## src/mg4b_pkg.sv

```systemverilog
// Shared types and constants of the mono glyph to 4bpp blitter.
// No dependencies; every other file of the block imports this package.
package mg4b_pkg;

	localparam int MAX_PITCH       = 1024;
	localparam int MAX_GLYPH_WIDTH = 256;
	localparam int MAX_ROW_BYTES   = 32;
	localparam int NUM_SLOTS       = 5;
	localparam int OFF_W           = 19;
	localparam int CFG_IDX_W       = 3;
	localparam int CFG_DATA_W      = 11;

	// register indexes of the configuration port
	localparam logic [CFG_IDX_W-1:0] CFG_INK          = 3'd0;
	localparam logic [CFG_IDX_W-1:0] CFG_CANVAS_PITCH = 3'd1;
	localparam logic [CFG_IDX_W-1:0] CFG_AREA_LEFT    = 3'd2;
	localparam logic [CFG_IDX_W-1:0] CFG_AREA_TOP     = 3'd3;
	localparam logic [CFG_IDX_W-1:0] CFG_AREA_WIDTH   = 3'd4;
	localparam logic [CFG_IDX_W-1:0] CFG_AREA_HEIGHT  = 3'd5;
	localparam logic [CFG_IDX_W-1:0] CFG_SKIP_X       = 3'd6;
	localparam logic [CFG_IDX_W-1:0] CFG_ROW_BYTES    = 3'd7;

	typedef struct packed {
		logic [3:0]  ink;
		logic [10:0] canvas_pitch;
		logic [9:0]  area_left;
		logic [9:0]  area_top;
		logic [8:0]  area_width;
		logic [8:0]  area_height;
		logic [7:0]  skip_x;
		logic [5:0]  row_bytes;
	} mg4b_cfg_t;

	typedef struct packed {
		logic [7:0] glyph_byte;
		logic       first;
	} mg4b_in_t;

	typedef struct packed {
		logic [OFF_W-1:0] byte_offset;
		logic [7:0]       pixel_byte;
		logic [1:0]       nibble_enable;
		logic             last;
	} mg4b_out_t;

	// one classified glyph byte handed from the front to the back end
	typedef struct packed {
		logic [7:0]       gbyte;
		logic [4:0]       byte_in_row;
		logic [OFF_W-1:0] row_base;
	} mg4b_rec_t;

endpackage

```

## src/mg4b_front.sv

```systemverilog
// Front end: accepts glyph bytes, tracks row, byte and row base offset, drops finished draws.
// Depends on mg4b_pkg.
module mg4b_front (
	input  logic                  clk,
	input  logic                  arst_n,
	input  mg4b_pkg::mg4b_cfg_t   cfg,
	input  logic                  glyph_valid,
	output logic                  glyph_stall,
	input  mg4b_pkg::mg4b_in_t    glyph,
	input  logic                  push_ready,
	output logic                  push,
	output mg4b_pkg::mg4b_rec_t   push_rec
);
	import mg4b_pkg::*;

	logic [8:0]       row_count_q;
	logic [4:0]       byte_in_row_q;
	logic [OFF_W-1:0] row_base_q;
	logic [8:0]       row_cur;
	logic [4:0]       byte_cur;
	logic [OFF_W-1:0] base_cur;
	logic [10:0]      pitch_c;
	logic [9:0]       stride;
	logic [19:0]      top_prod;
	logic [5:0]       row_len;
	logic [5:0]       byte_nxt;
	logic             row_wrap;
	logic             active;
	logic             accept;

	assign glyph_stall = ~push_ready;
	assign accept      = glyph_valid & ~glyph_stall;

	always_comb begin
		if (cfg.row_bytes == 6'd0) begin
			row_len = 6'd1;
		end else if (cfg.row_bytes > 6'(MAX_ROW_BYTES)) begin
			row_len = 6'(MAX_ROW_BYTES);
		end else begin
			row_len = cfg.row_bytes;
		end
	end

	always_comb begin
		pitch_c = (cfg.canvas_pitch > 11'(MAX_PITCH)) ? 11'(MAX_PITCH) : cfg.canvas_pitch;
		stride  = 10'((12'(pitch_c) + 12'd1) >> 1);
	end

	// row base is latched at the start of a draw and then stepped by the stride
	assign top_prod = cfg.area_top * stride;

	assign row_cur  = glyph.first ? 9'd0 : row_count_q;
	assign byte_cur = glyph.first ? 5'd0 : byte_in_row_q;
	assign base_cur = glyph.first ? top_prod[OFF_W-1:0] : row_base_q;
	assign active   = row_cur < cfg.area_height;
	assign byte_nxt = {1'b0, byte_cur} + 6'd1;
	assign row_wrap = byte_nxt >= row_len;

	assign push                 = accept & active;
	assign push_rec.gbyte       = glyph.glyph_byte;
	assign push_rec.byte_in_row = byte_cur;
	assign push_rec.row_base    = base_cur;

	always_ff @(posedge clk or negedge arst_n) begin
		if (!arst_n) begin
			row_count_q   <= '0;
			byte_in_row_q <= '0;
			row_base_q    <= '0;
		end else if (accept) begin
			if (active) begin
				byte_in_row_q <= row_wrap ? 5'd0 : byte_nxt[4:0];
				row_count_q   <= row_wrap ? row_cur + 9'd1 : row_cur;
				row_base_q    <= row_wrap ? base_cur + OFF_W'(stride) : base_cur;
			end else begin
				byte_in_row_q <= byte_cur;
				row_count_q   <= row_cur;
				row_base_q    <= base_cur;
			end
		end
	end

endmodule

```

## src/mg4b_fifo.sv

```systemverilog
// Small first-word-fall-through queue of classified glyph bytes.
// Depends on mg4b_pkg.
module mg4b_fifo #(
	parameter int DEPTH = 4
) (
	input  logic                clk,
	input  logic                arst_n,
	input  logic                push,
	input  mg4b_pkg::mg4b_rec_t push_rec,
	output logic                push_ready,
	input  logic                pop,
	output logic                pop_valid,
	output mg4b_pkg::mg4b_rec_t pop_rec
);
	import mg4b_pkg::*;

	localparam int PW = (DEPTH > 1) ? $clog2(DEPTH) : 1;
	localparam int CW = $clog2(DEPTH + 1);

	mg4b_rec_t       mem_q [DEPTH];
	logic [PW-1:0]   wr_ptr_q;
	logic [PW-1:0]   rd_ptr_q;
	logic [CW-1:0]   count_q;
	logic            do_push;
	logic            do_pop;

	assign push_ready = count_q != CW'(DEPTH);
	assign pop_valid  = count_q != '0;
	assign pop_rec    = mem_q[rd_ptr_q];
	assign do_push    = push & push_ready;
	assign do_pop     = pop & pop_valid;

	always_ff @(posedge clk) begin
		if (do_push) begin
			mem_q[wr_ptr_q] <= push_rec;
		end
	end

	always_ff @(posedge clk or negedge arst_n) begin
		if (!arst_n) begin
			wr_ptr_q <= '0;
			rd_ptr_q <= '0;
			count_q  <= '0;
		end else begin
			if (do_push) begin
				wr_ptr_q <= (wr_ptr_q == PW'(DEPTH - 1)) ? '0 : wr_ptr_q + PW'(1);
			end
			if (do_pop) begin
				rd_ptr_q <= (rd_ptr_q == PW'(DEPTH - 1)) ? '0 : rd_ptr_q + PW'(1);
			end
			if (do_push && !do_pop) begin
				count_q <= count_q + CW'(1);
			end else if (do_pop && !do_push) begin
				count_q <= count_q - CW'(1);
			end
		end
	end

endmodule

```

## src/mg4b_back.sv

```systemverilog
// Back end: clips and maps a glyph byte to up to five nibble-masked canvas writes,
// then emits them one per cycle while wr_stall is low, through a registered output. Depends on mg4b_pkg.
module mg4b_back (
	input  logic                clk,
	input  logic                arst_n,
	input  mg4b_pkg::mg4b_cfg_t cfg,
	input  logic                q_valid,
	input  mg4b_pkg::mg4b_rec_t q_rec,
	output logic                q_pop,
	output logic                wr_valid,
	input  logic                wr_stall,
	output mg4b_pkg::mg4b_out_t wr
);
	import mg4b_pkg::*;

	localparam int EW = 2 * NUM_SLOTS;

	// stage 1 inputs
	logic [8:0]       width_c;
	logic [9:0]       win_end;
	logic [7:0]       pix_base;
	logic [7:0]       pix;
	logic [7:0]       mask;
	logic [11:0]      col_base;
	logic [EW-1:0]    en_c;

	// stage 1 registers
	logic             valid_s1;
	logic [EW-1:0]    en_s1;
	logic [10:0]      bstart_s1;
	logic [OFF_W-1:0] rowbase_s1;

	// emitter
	logic [EW-1:0]    rem_q;
	logic [OFF_W-1:0] base_q;
	logic             wr_valid_q;
	mg4b_out_t        wr_q;
	logic [2:0]       sel;
	logic [1:0]       sel_en;
	logic [EW-1:0]    rem_after;
	logic             have;
	logic             out_free;
	logic             emit;
	logic             load;
	logic             s1_take;

	always_comb begin
		width_c = (cfg.area_width > 9'(MAX_GLYPH_WIDTH)) ? 9'(MAX_GLYPH_WIDTH)
			: cfg.area_width;
		win_end = {2'b00, cfg.skip_x} + {1'b0, width_c};
	end

	// clip mask, k = 0 is the leftmost pixel (msb of the glyph byte)
	always_comb begin
		pix_base = {q_rec.byte_in_row, 3'b000};
		pix      = '0;
		mask     = '0;
		for (int k = 0; k < 8; k++) begin
			pix     = pix_base + 8'(k);
			mask[k] = q_rec.gbyte[7-k] && (pix >= cfg.skip_x) && ({2'b00, pix} < win_end);
		end
	end

	// destination column of pixel 0, may be negative when it lies left of the window
	assign col_base = {2'b00, cfg.area_left} + {4'b0000, pix_base} - {4'b0000, cfg.skip_x};

	// slot j is destination byte (col_base >> 1) + j; bit1 upper nibble, bit0 lower
	always_comb begin
		en_c = '0;
		if (!col_base[0]) begin
			for (int j = 0; j < 4; j++) begin
				en_c[2*j+1] = mask[2*j];
				en_c[2*j]   = mask[2*j+1];
			end
		end else begin
			en_c[0] = mask[0];
			for (int j = 1; j < 4; j++) begin
				en_c[2*j+1] = mask[2*j-1];
				en_c[2*j]   = mask[2*j];
			end
			en_c[9] = mask[7];
		end
	end

	// emitter slot pick: lowest slot still holding enabled nibbles
	always_comb begin
		sel    = '0;
		sel_en = '0;
		for (int j = NUM_SLOTS - 1; j >= 0; j--) begin
			if (rem_q[2*j +: 2] != 2'b00) begin
				sel    = 3'(j);
				sel_en = rem_q[2*j +: 2];
			end
		end
		rem_after = rem_q & ~(EW'(2'b11) << (2 * sel));
	end

	assign have     = rem_q != '0;
	assign out_free = ~wr_valid_q | ~wr_stall;
	assign emit     = have & out_free;
	assign load     = valid_s1 & (~have | (emit & (rem_after == '0)));
	assign s1_take  = ~valid_s1 | load;
	assign q_pop    = q_valid & s1_take;

	always_ff @(posedge clk) begin
		if (q_pop) begin
			en_s1      <= en_c;
			bstart_s1  <= col_base[11:1];
			rowbase_s1 <= q_rec.row_base;
		end
		if (load) begin
			base_q <= rowbase_s1 + {{(OFF_W - 11){bstart_s1[10]}}, bstart_s1};
		end
		if (emit) begin
			wr_q.byte_offset   <= base_q + OFF_W'(sel);
			wr_q.pixel_byte    <= {cfg.ink, cfg.ink};
			wr_q.nibble_enable <= sel_en;
			wr_q.last          <= rem_after == '0;
		end
	end

	always_ff @(posedge clk or negedge arst_n) begin
		if (!arst_n) begin
			valid_s1   <= 1'b0;
			rem_q      <= '0;
			wr_valid_q <= 1'b0;
		end else begin
			if (s1_take) begin
				valid_s1 <= q_valid;
			end
			if (load) begin
				rem_q <= en_s1;
			end else if (emit) begin
				rem_q <= rem_after;
			end
			if (emit) begin
				wr_valid_q <= 1'b1;
			end else if (!wr_stall) begin
				wr_valid_q <= 1'b0;
			end
		end
	end

	assign wr_valid = wr_valid_q;
	assign wr       = wr_q;

endmodule

```

## src/mono_glyph_to_4bpp_blit.sv

```systemverilog
// Top level of the 1bpp glyph to packed 4bpp canvas blitter: config registers,
// front end, queue and back end. Depends on mg4b_pkg, mg4b_front, mg4b_fifo, mg4b_back.
//
//   channel  dir  handshake                payload
//   glyph    in   glyph_valid / glyph_stall  mg4b_in_t  (glyph_byte, first)
//   wr       out  wr_valid / wr_stall        mg4b_out_t (byte_offset, pixel_byte,
//                                                        nibble_enable, last)
//   cfg      in   cfg_we                     cfg_index, cfg_data
//
// Each glyph byte yields zero to five canvas writes; the back end emits one write per
// cycle while wr_stall is low, and the next byte's mapping overlaps the current byte's
// last write. An accepted byte passes the queue, the stage 1 registers and the emitter
// before its first write is registered on the output. The front end takes a byte each
// cycle while the queue has room. Reset clears the row, byte and row base counters and
// sets all config registers to their defaults; no clearing pass is needed.
module mono_glyph_to_4bpp_blit #(
	parameter int QUEUE_DEPTH = 4
) (
	input  logic                                     clk,
	input  logic                                     arst_n,
	input  logic                                     glyph_valid,
	output logic                                     glyph_stall,
	input  mg4b_pkg::mg4b_in_t                       glyph,
	output logic                                     wr_valid,
	input  logic                                     wr_stall,
	output mg4b_pkg::mg4b_out_t                      wr,
	input  logic                                     cfg_we,
	input  logic [mg4b_pkg::CFG_IDX_W-1:0]           cfg_index,
	input  logic [mg4b_pkg::CFG_DATA_W-1:0]          cfg_data
);
	import mg4b_pkg::*;

	mg4b_cfg_t cfg_q;
	logic      push;
	logic      push_ready;
	mg4b_rec_t push_rec;
	logic      q_valid;
	logic      q_pop;
	mg4b_rec_t q_rec;

	always_ff @(posedge clk or negedge arst_n) begin
		if (!arst_n) begin
			cfg_q.ink          <= 4'd0;
			cfg_q.canvas_pitch <= 11'(MAX_PITCH);
			cfg_q.area_left    <= 10'd0;
			cfg_q.area_top     <= 10'd0;
			cfg_q.area_width   <= 9'd1;
			cfg_q.area_height  <= 9'd1;
			cfg_q.skip_x       <= 8'd0;
			cfg_q.row_bytes    <= 6'd1;
		end else if (cfg_we) begin
			case (cfg_index)
				CFG_INK:          cfg_q.ink          <= cfg_data[3:0];
				CFG_CANVAS_PITCH: cfg_q.canvas_pitch <= cfg_data[10:0];
				CFG_AREA_LEFT:    cfg_q.area_left    <= cfg_data[9:0];
				CFG_AREA_TOP:     cfg_q.area_top     <= cfg_data[9:0];
				CFG_AREA_WIDTH:   cfg_q.area_width   <= cfg_data[8:0];
				CFG_AREA_HEIGHT:  cfg_q.area_height  <= cfg_data[8:0];
				CFG_SKIP_X:       cfg_q.skip_x       <= cfg_data[7:0];
				CFG_ROW_BYTES:    cfg_q.row_bytes    <= cfg_data[5:0];
				default: ;
			endcase
		end
	end

	mg4b_front u_front (
		.clk         (clk),
		.arst_n      (arst_n),
		.cfg         (cfg_q),
		.glyph_valid (glyph_valid),
		.glyph_stall (glyph_stall),
		.glyph       (glyph),
		.push_ready  (push_ready),
		.push        (push),
		.push_rec    (push_rec)
	);

	mg4b_fifo #(
		.DEPTH (QUEUE_DEPTH)
	) u_fifo (
		.clk        (clk),
		.arst_n     (arst_n),
		.push       (push),
		.push_rec   (push_rec),
		.push_ready (push_ready),
		.pop        (q_pop),
		.pop_valid  (q_valid),
		.pop_rec    (q_rec)
	);

	mg4b_back u_back (
		.clk      (clk),
		.arst_n   (arst_n),
		.cfg      (cfg_q),
		.q_valid  (q_valid),
		.q_rec    (q_rec),
		.q_pop    (q_pop),
		.wr_valid (wr_valid),
		.wr_stall (wr_stall),
		.wr       (wr)
	);

endmodule

```

## config.mk

```make
export PLATFORM = sky130hd
export DESIGN_NAME = mono_glyph_to_4bpp_blit
export DESIGN_NICKNAME = d
export VERILOG_FILES = /design/src/mg4b_pkg.sv /design/src/mg4b_front.sv /design/src/mg4b_fifo.sv /design/src/mg4b_back.sv /design/src/mono_glyph_to_4bpp_blit.sv
export SDC_FILE = /design/constraint.sdc
export NUM_CORES = 1
export LEC_CHECK = 0
export ABC_AREA = 1
export BUFFER_PORTS_ARGS = -buffer_cell sky130_fd_sc_hd__buf_2
export CAP_MARGIN = 20
export CORE_AREA = 4 4 199 162
export DETAILED_ROUTE_END_ITERATION = 8
export DIE_AREA = 0 0 203 166
export PLACE_DENSITY_LB_ADDON = 0.08
export SLEW_MARGIN = 30
export SYNTH_ARGS = -nofsm -noshare
export SYNTH_HDL_FRONTEND = slang
export SYNTH_SLANG_ARGS = --single-unit
```

## constraint.sdc

```tcl
create_clock -name clk -period 15.5 [get_ports clk]
set_input_delay 2.325 -clock clk [delete_from_list [all_inputs] [get_ports clk]]
set_output_delay 2.325 -clock clk [all_outputs]
set_load 0.01 [all_outputs]
```

==> results of run 1 <==
[cell families after synthesis]
| kind of cell | after synthesis | share of synthesized area (%) |
|---|---|---|
| AOI/OAI and AO/OA | 384 | 10.50 |
| xor gates and xnor gates | 85 | 3.742 |
| adders and majority gates | 207 | 15.28 |
| buffers and inverters | 384 | 7.244 |
| DFF | 331 | 46.06 |
| and+or+nand+nor | 825 | 17.17 |
[worst max-delay path by stage]
stage,startpoint,end,cells past startpoint
6_report,cfg_q[57]$_DFFE_PN0P_,u_front.row_base_q[18]$_DFFE_PN0P_,40
5_1_grt,cfg_q[53]$_DFFE_PN0P_,u_front.row_base_q[18]$_DFFE_PN0P_,41
4_1_cts,cfg_q[57]$_DFFE_PN0P_,u_front.row_base_q[18]$_DFFE_PN0P_,40
3_5_place_dp,cfg_q[57]$_DFFE_PN0P_,u_front.row_base_q[18]$_DFFE_PN0P_,40
3_3_place_gp,cfg_q[57]$_DFFE_PN0P_,u_front.row_base_q[18]$_DFFE_PN0P_,40
2_1_floorplan,cfg_q[57]$_DFFE_PN0P_,u_front.row_base_q[18]$_DFFE_PN0P_,40
[worst max-delay path: cells and delay by family (launching register included)]
family	cells	cell delay, ns
compound gates	2	0.69
xor+xnor	1	0.16
fa+ha+maj	8	3.40
buf+inv	5	0.30
flops	1	0.44
simple gates	24	3.13
[registers in the layout (all words and copies together) (netlist names)]
name,count
u_fifo.mem_q,128
u_back.bstart_s1,11
u_back.rem_q,10
u_fifo.wr_ptr_q,2
u_back.valid_s1,1
u_fifo.count_q,3
u_back.base_q,19
u_front.byte_in_row_q,5
cfg_q,67
u_back.wr_valid,1
u_back.rowbase_s1,19
u_back.en_s1,9
u_front.row_count_q,9
u_front.row_base_q,19
u_fifo.rd_ptr_q,2
u_back.wr,26
[cell type report]
class,count,share of cell area (%)
multi-input cells,1501,43.20
flip-flops and latches,331,42.56
inverters,329,5.621
clock buffers,40,3.685
well taps,413,2.352
repair buffers,71,1.765
clock inverters,18,0.8144
[stage by stage]
step / hold WS [ns] / cell area [µm²] / instances
floorplan: 0.4184 / 20300 / 2216
global placement: 0.4330 / 20980 / 2645
detailed placement: 0.4363 / 20980 / 2645
CTS: 0.4596 / 21960 / 2703
global route: 0.4678 / 21970 / 2703
finish: 0.4602 / 21970 / 2703
[power groups by stage]
stage | Clock [W] | Sequential [W] | Combinational, W
6_report | 0.000742 | 0.00148 | 0.00192
5_1_grt | 0.000795 | 0.00150 | 0.00218
4_1_cts | 0.000751 | 0.00148 | 0.00191
3_5_place_dp | 0 | 0.00149 | 0.00189
3_3_place_gp | 0 | 0.00148 | 0.00183
2_1_floorplan | 0 | 0.00146 | 0.00141
[metal layers]
metal	part of all wire, %	GRT usage [%]	vias to the layer above
li1	-	-	7401
met1	47	42.21	7331
met2	46	42.97	462
met3	6.2	3.768	51
met4	1.6	5.223	0
met5	0	0	-
[cell usage after synthesis, types with 6 or more instances]
library cell  number
edfxtp_1         212
dfrtp_1          115
nand2_1          427
o21ai_0          193
o22ai_1           34
inv_2              6
fa_1              68
clkbuf_1          41
inv_1            322
a21oi_1           98
nand4_1           21
nor2_1           244
xor2_1            59
xnor2_1           24
nand3_1           75
buf_2              8
nand2_2            7
nor3_1            16
nand3b_1           7
o21bai_1           9
o21ai_1            7
ha_1             139
==> flow_metrics.env, run 1 <==
export IMPL_grt_setup_unrepaired="no"
export IMPL_yosys_area_top_type="edfxtp_1"
export IMPL_synth_cell_area_mm2=0.02030
export IMPL_ys_types=57
export IMPL_detail_route_wl_per_cell_um=17.12
export IMPL_p_switching_w=0.001729
export IMPL_period_needed_ns=8.274
export IMPL_cts_root_buffer="clkbuf_16"
export IMPL_fin_util_pct=72.83
export IMPL_final_common_cell="nand2_1"
export IMPL_hold_violations=0
export IMPL_cp_data_required_time_ns=15.95
export IMPL_sequentialPowerShare_pct=35.7
export IMPL_hp_start="cfg_q[63]$_DFFE_PN0P_"
export IMPL_synth_seq_cells=331
export IMPL_synth_edf_count=212
export IMPL_ant_nets=0
export IMPL_grt_usage_pct=27.54
export IMPL_crit_path_frequent_cell="nor2_1"
export IMPL_die_area_mm2=0.03370
export IMPL_multi_input_area_mm2=0.009492
export IMPL_gp_congestion=0.9113
export IMPL_avgViaCountPerCell=5.640
export IMPL_cpPeakStageDelay_ns=0.58
export IMPL_ios=60
export IMPL_drc_errors=0
export IMPL_nFillCells=2261
export IMPL_p_comb_share_pct=46.4
export IMPL_setup_viol_count_final=0
export IMPL_path_clk_slew_ns=0.06
export IMPL_dpl_worst_slack_ns=7.336
export IMPL_drv_cap=0
export IMPL_power_leakage_nw=10.08
export IMPL_total_power_w=0.004142
export IMPL_grt_pass1_wl_um=75840
export IMPL_antenna_found_initial=1
export IMPL_cp_arrival_ns=8.73
export IMPL_ys_async_sr_fraction_pct=35.95
export IMPL_max_freq_mhz=120.9
export IMPL_worstMarginPinSlew_ns=0.8313
export IMPL_nNetsFinal=2500
export IMPL_start_kind="flip-flop"
export IMPL_worstSkewPairLatency_ns=0.59
export IMPL_start_util_pct=67.28
export IMPL_end_kind="flip-flop"
export IMPL_ys_warn_count=0
export IMPL_grt_start_max_net_pins=67
export IMPL_first_pass_iters=5
export IMPL_crit_path_max_fanout=6
export IMPL_slew_viol_final=0
export IMPL_cts_hold_buffers=0
export IMPL_post_cts_setup_buffers=0
export IMPL_rr_startpoint="cfg_q[57]$_DFFE_PN0P_"
export IMPL_p_int_w=0.002412
export IMPL_clk_path_buf_depth=3
export IMPL_core_area_mm2=0.03017
export IMPL_hold_depth=0
export IMPL_power_density_mw_per_mm2=188.5
export IMPL_syn_avg_cell_area_um2=9.159
export IMPL_die_w_um=203
export IMPL_netlist_top_cells_area="edfxtp_1 31%, dfrtp_1 14%, ha_1 8.6%"
export IMPL_dp_hpwl_um=33720
export IMPL_crit_slowest_cell="fa_1"
export IMPL_hold_path_class="flip-flop to flip-flop"
export IMPL_ir_drop_mv=0.1413
export IMPL_syn_nets=2451
export IMPL_num_rows=57
export IMPL_regArea_mm2=0.009350
export IMPL_cts_tree="done"
export IMPL_hold_path_endpoint="u_back.wr[7]$_DFFE_PP_"
export IMPL_wirelength_um=46270
export IMPL_synth_ff_type="edfxtp_1"
export IMPL_rr_worst_depth=40
export IMPL_p_clk_share_pct=17.9
export IMPL_fin_setup_tns_ns=0
export IMPL_route_vias_total=15250
export IMPL_r2r_slack_ns=7.23
export IMPL_cts_buffers=31
export IMPL_outcome="finished clean"
export IMPL_htree_num_levels=1
export IMPL_final_cell_mix="427 x nand2_1, 320 x inv_1, 240 x nor2_1"
export IMPL_yosysSeqAreaShare_pct=46.06
export IMPL_layout_setup_ws_ns=7.226
export IMPL_port_buffers=59
export IMPL_drive_above_1_share_pct=7.380
export IMPL_antenna_cells=0
export IMPL_critPathKind="flip-flop to flip-flop"
export IMPL_swShare_pct=41.75
export IMPL_die_h_um=166
export IMPL_synthCells=2216
export IMPL_post_cts_resized=0
export IMPL_r2r_end="u_front.row_base_q[18]$_DFFE_PN0P_"
export IMPL_areaGrowthSynthToFinish_pct=8.248
export IMPL_grt_pass1_vias=14640
export IMPL_period_share_pct=53.38
export IMPL_grt_overflow=0
export IMPL_drt_initial_drc_count=1407
export IMPL_synth_top_cell_area_share_pct=31.37
export IMPL_maxSlewHeadroom_pct=44.00
export IMPL_clock_sinks=331
export IMPL_finalClockSkew_ns=0.02985
(Power assumes the default switching activity.)
==> run 2, diff against run 1 <==
--- a/config.mk
+++ b/config.mk
@@ -5,12 +5,12 @@
 export SDC_FILE = /design/constraint.sdc
 export NUM_CORES = 1
 export LEC_CHECK = 0
-export ABC_AREA = 1
+export ABC_AREA = 0
 export BUFFER_PORTS_ARGS = -buffer_cell sky130_fd_sc_hd__buf_2
 export CAP_MARGIN = 20
-export CORE_AREA = 4 4 199 162
+export CORE_AREA = 4 4 204 166
 export DETAILED_ROUTE_END_ITERATION = 8
-export DIE_AREA = 0 0 203 166
+export DIE_AREA = 0 0 208 170
 export PLACE_DENSITY_LB_ADDON = 0.08
 export SLEW_MARGIN = 30
 export SYNTH_ARGS = -nofsm -noshare
==> constraint.sdc (replaced) <==
create_clock -name clk -period 8.1 [get_ports clk]
set_input_delay 1.215 -clock clk [delete_from_list [all_inputs] [get_ports clk]]
set_output_delay 1.215 -clock clk [all_outputs]
set_load 0.01 [all_outputs]
==> run 2 against run 1 <==
  * Global-route usage decreased by 4.2 points
  * Synthesized cell count decreased by 24%
  * Non-clock buffer count increased by 15
  * Hold slack got worse by 0.014 ns
  * Fmax increased by 9.8%
  * Highest routed layer unchanged
  * Sequential share of layout area increased by 0.078 points
  * Worst setup slack got worse by 6.7 ns
  * Count of clock-buffer cells in the layout increased by 8
  * Core utilization decreased by 4.4 points
  * Critical endpoint unchanged
  * Critical path depth decreased by 15
  * Sequential cell count unchanged
  * Clock skew decreased by 0.0068 ns
  * Critical path type unchanged
==> flow_metrics.env, run 2 <==
export IMPL_outcome="finished clean"
export IMPL_die_area_mm2=0.03536
export IMPL_crit_path_frequent_cell="fa_1"
export IMPL_synth_commonest_cells="212 x edfxtp_1, 152 x nand2_1, 139 x ha_1"
export IMPL_cts_root_buffer="clkbuf_16"
export IMPL_post_cts_setup_buffers=0
export IMPL_grt_pass1_wl_um=66590
export IMPL_syn_nets=1922
export IMPL_end_kind="flip-flop"
export IMPL_start_kind="flip-flop"
export IMPL_die_h_um=170
export IMPL_ys_types=82
export IMPL_worstSkewPairLatency_ns=0.54
export IMPL_path_clk_slew_ns=0.05
export IMPL_hold_path_endpoint="u_back.wr[8]$_DFFE_PP_"
export IMPL_gp_congestion=0.8655
export IMPL_core_area_mm2=0.03204
export IMPL_synth_cell_area_mm2=0.01989
export IMPL_areaGrowthSynthToFinish_pct=10.27
export IMPL_die_w_um=208
export IMPL_synth_edf_count=212
export IMPL_antenna_cells=0
export IMPL_cts_buffers=34
export IMPL_syn_avg_cell_area_um2=11.79
export IMPL_final_cell_count_no_fill=2205
export IMPL_cp_arrival_ns=7.94
export IMPL_setup_viol_count_final=0
export IMPL_final_common_cell="edfxtp_1"
export IMPL_synthCells=1687
export IMPL_dp_cells=2142
export IMPL_grt_usage_pct=23.30
export IMPL_final_cell_mix="212 x edfxtp_1, 152 x nand2_1, 139 x ha_1"
export IMPL_rr_startpoint="cfg_q[54]$_DFFE_PN0P_"
export IMPL_grt_overflow=0
export IMPL_maxSlewHeadroom_pct=37.86
export IMPL_route_vias_total=12880
export IMPL_top_register="u_fifo.mem_q"
export IMPL_final_cell_area_mm2=0.02193
export IMPL_grt_setup_unrepaired="no"
export IMPL_yosysSeqAreaShare_pct=47.01
export IMPL_largest_register_ffs=128
export IMPL_detail_route_wl_per_cell_um=18.57
export IMPL_hold_path_class="flip-flop to flip-flop"
export IMPL_crit_slowest_cell="fa_1"
export IMPL_period_needed_ns=7.533
export IMPL_hold_depth=0
export IMPL_clk_path_buf_depth=3
export IMPL_r2r_slack_ns=0.57
export IMPL_rr_worst_depth=25
export IMPL_post_dp_cell_area_mm2=0.02071
export IMPL_hold_violations=0
export IMPL_cpPeakStageDelay_ns=0.57
export IMPL_slew_viol_final=0
export IMPL_grt_start_max_net_pins=44
export IMPL_period_share_pct=93.00
export IMPL_drv_cap=0
export IMPL_cts_tree="done"
export IMPL_netlist_top_cells_area="edfxtp_1 32%, dfrtp_1 14%, ha_1 8.7%"
export IMPL_grt_pass1_vias=12720
export IMPL_antenna_found_initial=0
export IMPL_critPathKind="flip-flop to flip-flop"
export IMPL_drive_above_1_share_pct=15.80
export IMPL_start_util_pct=62.08
export IMPL_ant_nets=0
export IMPL_hp_start="cfg_q[64]$_DFFE_PN0P_"
export IMPL_synth_seq_cells=331
export IMPL_synth_ff_type="edfxtp_1"
export IMPL_cp_data_required_time_ns=8.51
export IMPL_crit_path_max_fanout=6
export IMPL_drc_errors=0
export IMPL_worstMarginPinSlew_ns=0.9224
export IMPL_nNetsFinal=1987
export IMPL_r2r_end="u_front.row_base_q[18]$_DFFE_PN0P_"
export IMPL_ys_warn_count=0
export IMPL_yosys_area_top_type="edfxtp_1"
export IMPL_dp_hpwl_um=29600
export IMPL_htree_num_levels=2
export IMPL_ios=60
export IMPL_crit_family="adder cells"
export IMPL_yosysMostFrequentCell="edfxtp_1"
export IMPL_avgViaCountPerCell=5.843
export IMPL_port_buffers=59
export IMPL_clock_sinks=331
export IMPL_cp_buffers_inverters=1
export IMPL_synth_top_cell_area_share_pct=32.01
export IMPL_fin_setup_tns_ns=0
export IMPL_finalClockSkew_ns=0.02302
export IMPL_hold_ws_ns=0.4457
export IMPL_num_rows=59
export IMPL_ys_async_sr_fraction_pct=35.95
export IMPL_wirelength_um=40960
export IMPL_drt_initial_drc_count=1071
export IMPL_first_pass_iters=8
export IMPL_max_freq_mhz=132.8
run 2: cell types whose count changed in the layout (fill, tap and decap cells not counted), sizes merged, moves of 32 or more:
cell   delta
and2     +58
nand3    -44
nor2b    +47
nor2    -154
inv     -193
mux4     +32
xnor2    +32
a21oi    -43
mux2     +83
o21ai   -124
nand2   -282
run 2: logic make-up (layout without fill, tap and decap cells):
logic type,Yosys count,after routing,share of synthesized area [%]
xor+xnor,87,87,3.995
mux,120,120,8.575
compound gates,264,264,9.041
buf+inv,193,284,3.768
fa+ha+maj,207,207,15.59
simple gates,485,485,12.02
flops,331,331,47.01
run 2: worst max-delay path by stage:
stage,start,to,cells after the start
6_report,cfg_q[54]$_DFFE_PN0P_,u_front.row_base_q[18]$_DFFE_PN0P_,25
5_1_grt,cfg_q[62]$_DFFE_PN1P_,u_front.row_base_q[18]$_DFFE_PN0P_,26
4_1_cts,cfg_q[62]$_DFFE_PN1P_,u_front.row_base_q[18]$_DFFE_PN0P_,26
3_5_place_dp,cfg_q[62]$_DFFE_PN1P_,u_front.row_base_q[18]$_DFFE_PN0P_,26
3_3_place_gp,cfg_q[54]$_DFFE_PN0P_,u_front.row_base_q[18]$_DFFE_PN0P_,25
2_1_floorplan,cfg_q[62]$_DFFE_PN1P_,u_front.row_base_q[18]$_DFFE_PN0P_,27
run 2: layer usage:
metal	up-vias	track usage (%)	routed length [µm]
met1	6432	34.83	19280
met5	-	0	0
met2	298	37.17	18940
li1	6117	-	-
met4	0	4.568	515
met3	36	3.557	2217
run 2: area by class of cell:
cell class | instances | area (µm²)
clock buffers | 48 | 974.7
clock inverters | 14 | 190.2
fillers | 2354 | 10110
inverters | 136 | 510.5
multi-input cells | 1163 | 9837
flip-flops and latches | 331 | 9350
well taps | 427 | 534.3
repair buffers | 86 | 533.0
run 2: metrics by stage:
stage / utilization, % / worst slack, ns
floorplan: - / 0.9718
global placement: 64.57 / 0.6144
detailed placement: 64.64 / 0.3749
CTS: 68.27 / 0.3337
global route: 68.45 / 0.09766
finish: 68.45 / 0.5670
run 2: timing repair:
action | 4_1_cts | 5_1_grt
setup endpoints to repair | 0 | 2
gates resized for setup | 0 | 4
hold buffers | 0 | 0
Power of run 2 is left out: the tool's default activity adds up to more than one toggle a clock period on the data nets, which glitch-free logic cannot reach.
==> run 3, diff against run 2 <==
==> constraint.sdc (replaced) <==
create_clock -name clk -period 8.2 [get_ports clk]
set_input_delay 1.23 -clock clk [delete_from_list [all_inputs] [get_ports clk]]
set_output_delay 1.23 -clock clk [all_outputs]
set_load 0.01 [all_outputs]
==> run 3 against run 2 <==
  * Cell count about the same
  * Via count decreased by 0.50%
  * Sequential share of layout area barely moved
  * Critical path depth is 1 higher
  * Global-route usage barely moved
  * Cell area hardly changed
  * Critical path type unchanged
  * Largest cell class unchanged
  * Highest routed layer unchanged
==> flow_metrics.env, run 3 (synthesis results as in run 2) <==
export IMPL_outcome="finished clean"
export IMPL_clock_sinks=331
export IMPL_largest_register_ffs=128
export IMPL_critPathLaunch="cfg_q[62]$_DFFE_PN1P_"
export IMPL_die_h_um=170
export IMPL_crit_family="adder cells"
export IMPL_drv_cap=0
export IMPL_dp_hpwl_um=29260
export IMPL_r2r_slack_ns=0.48
export IMPL_path_clk_slew_ns=0.07
export IMPL_start_util_pct=62.08
export IMPL_areaGrowthSynthToFinish_pct=10.31
export IMPL_final_cell_area_mm2=0.02194
export IMPL_ios=60
export IMPL_core_area_mm2=0.03204
export IMPL_cts_buffers=35
export IMPL_grt_overflow=0
export IMPL_fin_setup_tns_ns=0
export IMPL_worstMarginPinSlew_ns=1.007
export IMPL_crit_path_frequent_cell="fa_1"
export IMPL_antenna_found_initial=0
export IMPL_htree_num_levels=2
export IMPL_clk_path_buf_depth=3
export IMPL_post_dp_cell_area_mm2=0.02068
export IMPL_nNetsFinal=1984
export IMPL_r2r_end="u_front.row_base_q[18]$_DFFE_PN0P_"
export IMPL_wirelength_um=40470
export IMPL_fin_util_pct=68.48
export IMPL_cts_root_buffer="clkbuf_16"
export IMPL_cp_arrival_ns=8.14
export IMPL_crit_path_end="u_front.row_base_q[18]$_DFFE_PN0P_"
export IMPL_hold_path_class="flip-flop to flip-flop"
export IMPL_rr_startpoint="cfg_q[62]$_DFFE_PN1P_"
export IMPL_gp_congestion=0.8766
export IMPL_drive_above_1_share_pct=15.88
export IMPL_max_freq_mhz=129.6
export IMPL_critPathKind="flip-flop to flip-flop"
export IMPL_grt_pass1_wl_um=66480
export IMPL_cts_tree="done"
export IMPL_dpl_worst_slack_ns=0.3835
export IMPL_worstSkewPairLatency_ns=0.54
export IMPL_drt_initial_drc_count=800
export IMPL_num_rows=59
export IMPL_setup_viol_count_final=0
export IMPL_final_cell_mix="212 x edfxtp_1, 152 x nand2_1, 139 x ha_1"
export IMPL_top_register="u_fifo.mem_q"
export IMPL_cpPeakStageDelay_ns=0.61
export IMPL_period_share_pct=94.09
export IMPL_grt_start_max_net_pins=70
export IMPL_layout_setup_ws_ns=0.4844
export IMPL_avgViaCountPerCell=5.816
export IMPL_cts_hold_buffers=0
export IMPL_path_depth=26
export IMPL_cp_data_required_time_ns=8.62
export IMPL_detail_route_wl_per_cell_um=18.36
export IMPL_grt_pass1_vias=12680
export IMPL_crit_slowest_cell="dfstp_2"
export IMPL_period_needed_ns=7.716
export IMPL_drc_errors=0
export IMPL_grt_usage_pct=23.31
export IMPL_die_area_mm2=0.03536
export IMPL_start_kind="flip-flop"
export IMPL_end_kind="flip-flop"
export IMPL_rr_worst_depth=26
export IMPL_slew_viol_final=0
export IMPL_final_common_cell="edfxtp_1"
export IMPL_finalClockSkew_ns=0.01304
export IMPL_die_w_um=208
export IMPL_ant_nets=0
export IMPL_cp_buffers_inverters=1
export IMPL_port_buffers=59
export IMPL_first_pass_iters=5
export IMPL_crit_path_max_fanout=11
export IMPL_route_vias_total=12820
export IMPL_grt_setup_unrepaired="no"
export IMPL_maxSlewHeadroom_pct=32.71
export IMPL_hold_violations=0
run 3: how the worst min path moves through the flow:
stage	from	end	slack (ns)	cells after the start
finish	cfg_q[64]$_DFFE_PN0P_	u_back.wr[8]$_DFFE_PP_	0.45	0
detailed placement	cfg_q[63]$_DFFE_PN0P_	u_back.wr[7]$_DFFE_PP_	0.44	0
floorplan	cfg_q[66]$_DFFE_PN0P_	u_back.wr[6]$_DFFE_PP_	0.42	0
CTS	cfg_q[64]$_DFFE_PN0P_	u_back.wr[8]$_DFFE_PP_	0.45	0
global placement	cfg_q[65]$_DFFE_PN0P_	u_back.wr[9]$_DFFE_PP_	0.43	0
global route	cfg_q[64]$_DFFE_PN0P_	u_back.wr[8]$_DFFE_PP_	0.46	0
run 3: routing by layer:
metal / vias to the layer above / global-route usage (%) / part of all wire [%]
met4: 0 / 4.568 / 1.2
met3: 38 / 3.428 / 5.6
met5: - / 0 / 0
met2: 305 / 36.72 / 46
li1: 6120 / - / -
met1: 6356 / 35.36 / 47
run 3: cell type report:
type | count | area (µm²)
inverters | 136 | 510.5
diodes | 1 | 2.502
multi-input cells | 1163 | 9822
flip-flops and latches | 331 | 9350
well taps | 427 | 534.3
clock inverters | 27 | 341.6
repair buffers | 82 | 494.2
clock buffers | 37 | 883.3
fillers | 2362 | 10100
run 3: metrics by stage:
step | hold WS, ns | cells
2_1_floorplan | 0.4211 | 1687
3_3_place_gp | 0.4272 | 2138
3_5_place_dp | 0.4371 | 2138
4_1_cts | 0.4470 | 2202
5_1_grt | 0.4594 | 2203
6_report | 0.4471 | 2204
run 3: timing repair:
action	CTS	global route
setup endpoints to repair	0	2
gates resized for setup	0	1
hold endpoints to repair	0	0
setup buffers	0	0
run 3: worst reg2reg max path, delay by kind of cell, from the launching register on:
family / cells / cell delay, ns
adders and majority gates: 8 / 3.41
xor gates and xnor gates: 2 / 0.23
muxes: 2 / 0.71
DFF: 1 / 0.61
AOI/OAI and AO/OA: 4 / 0.94
buffers and inverters: 1 / 0.06
and+or+nand+nor: 9 / 1.64
Power of run 3 is left out for the same reason.
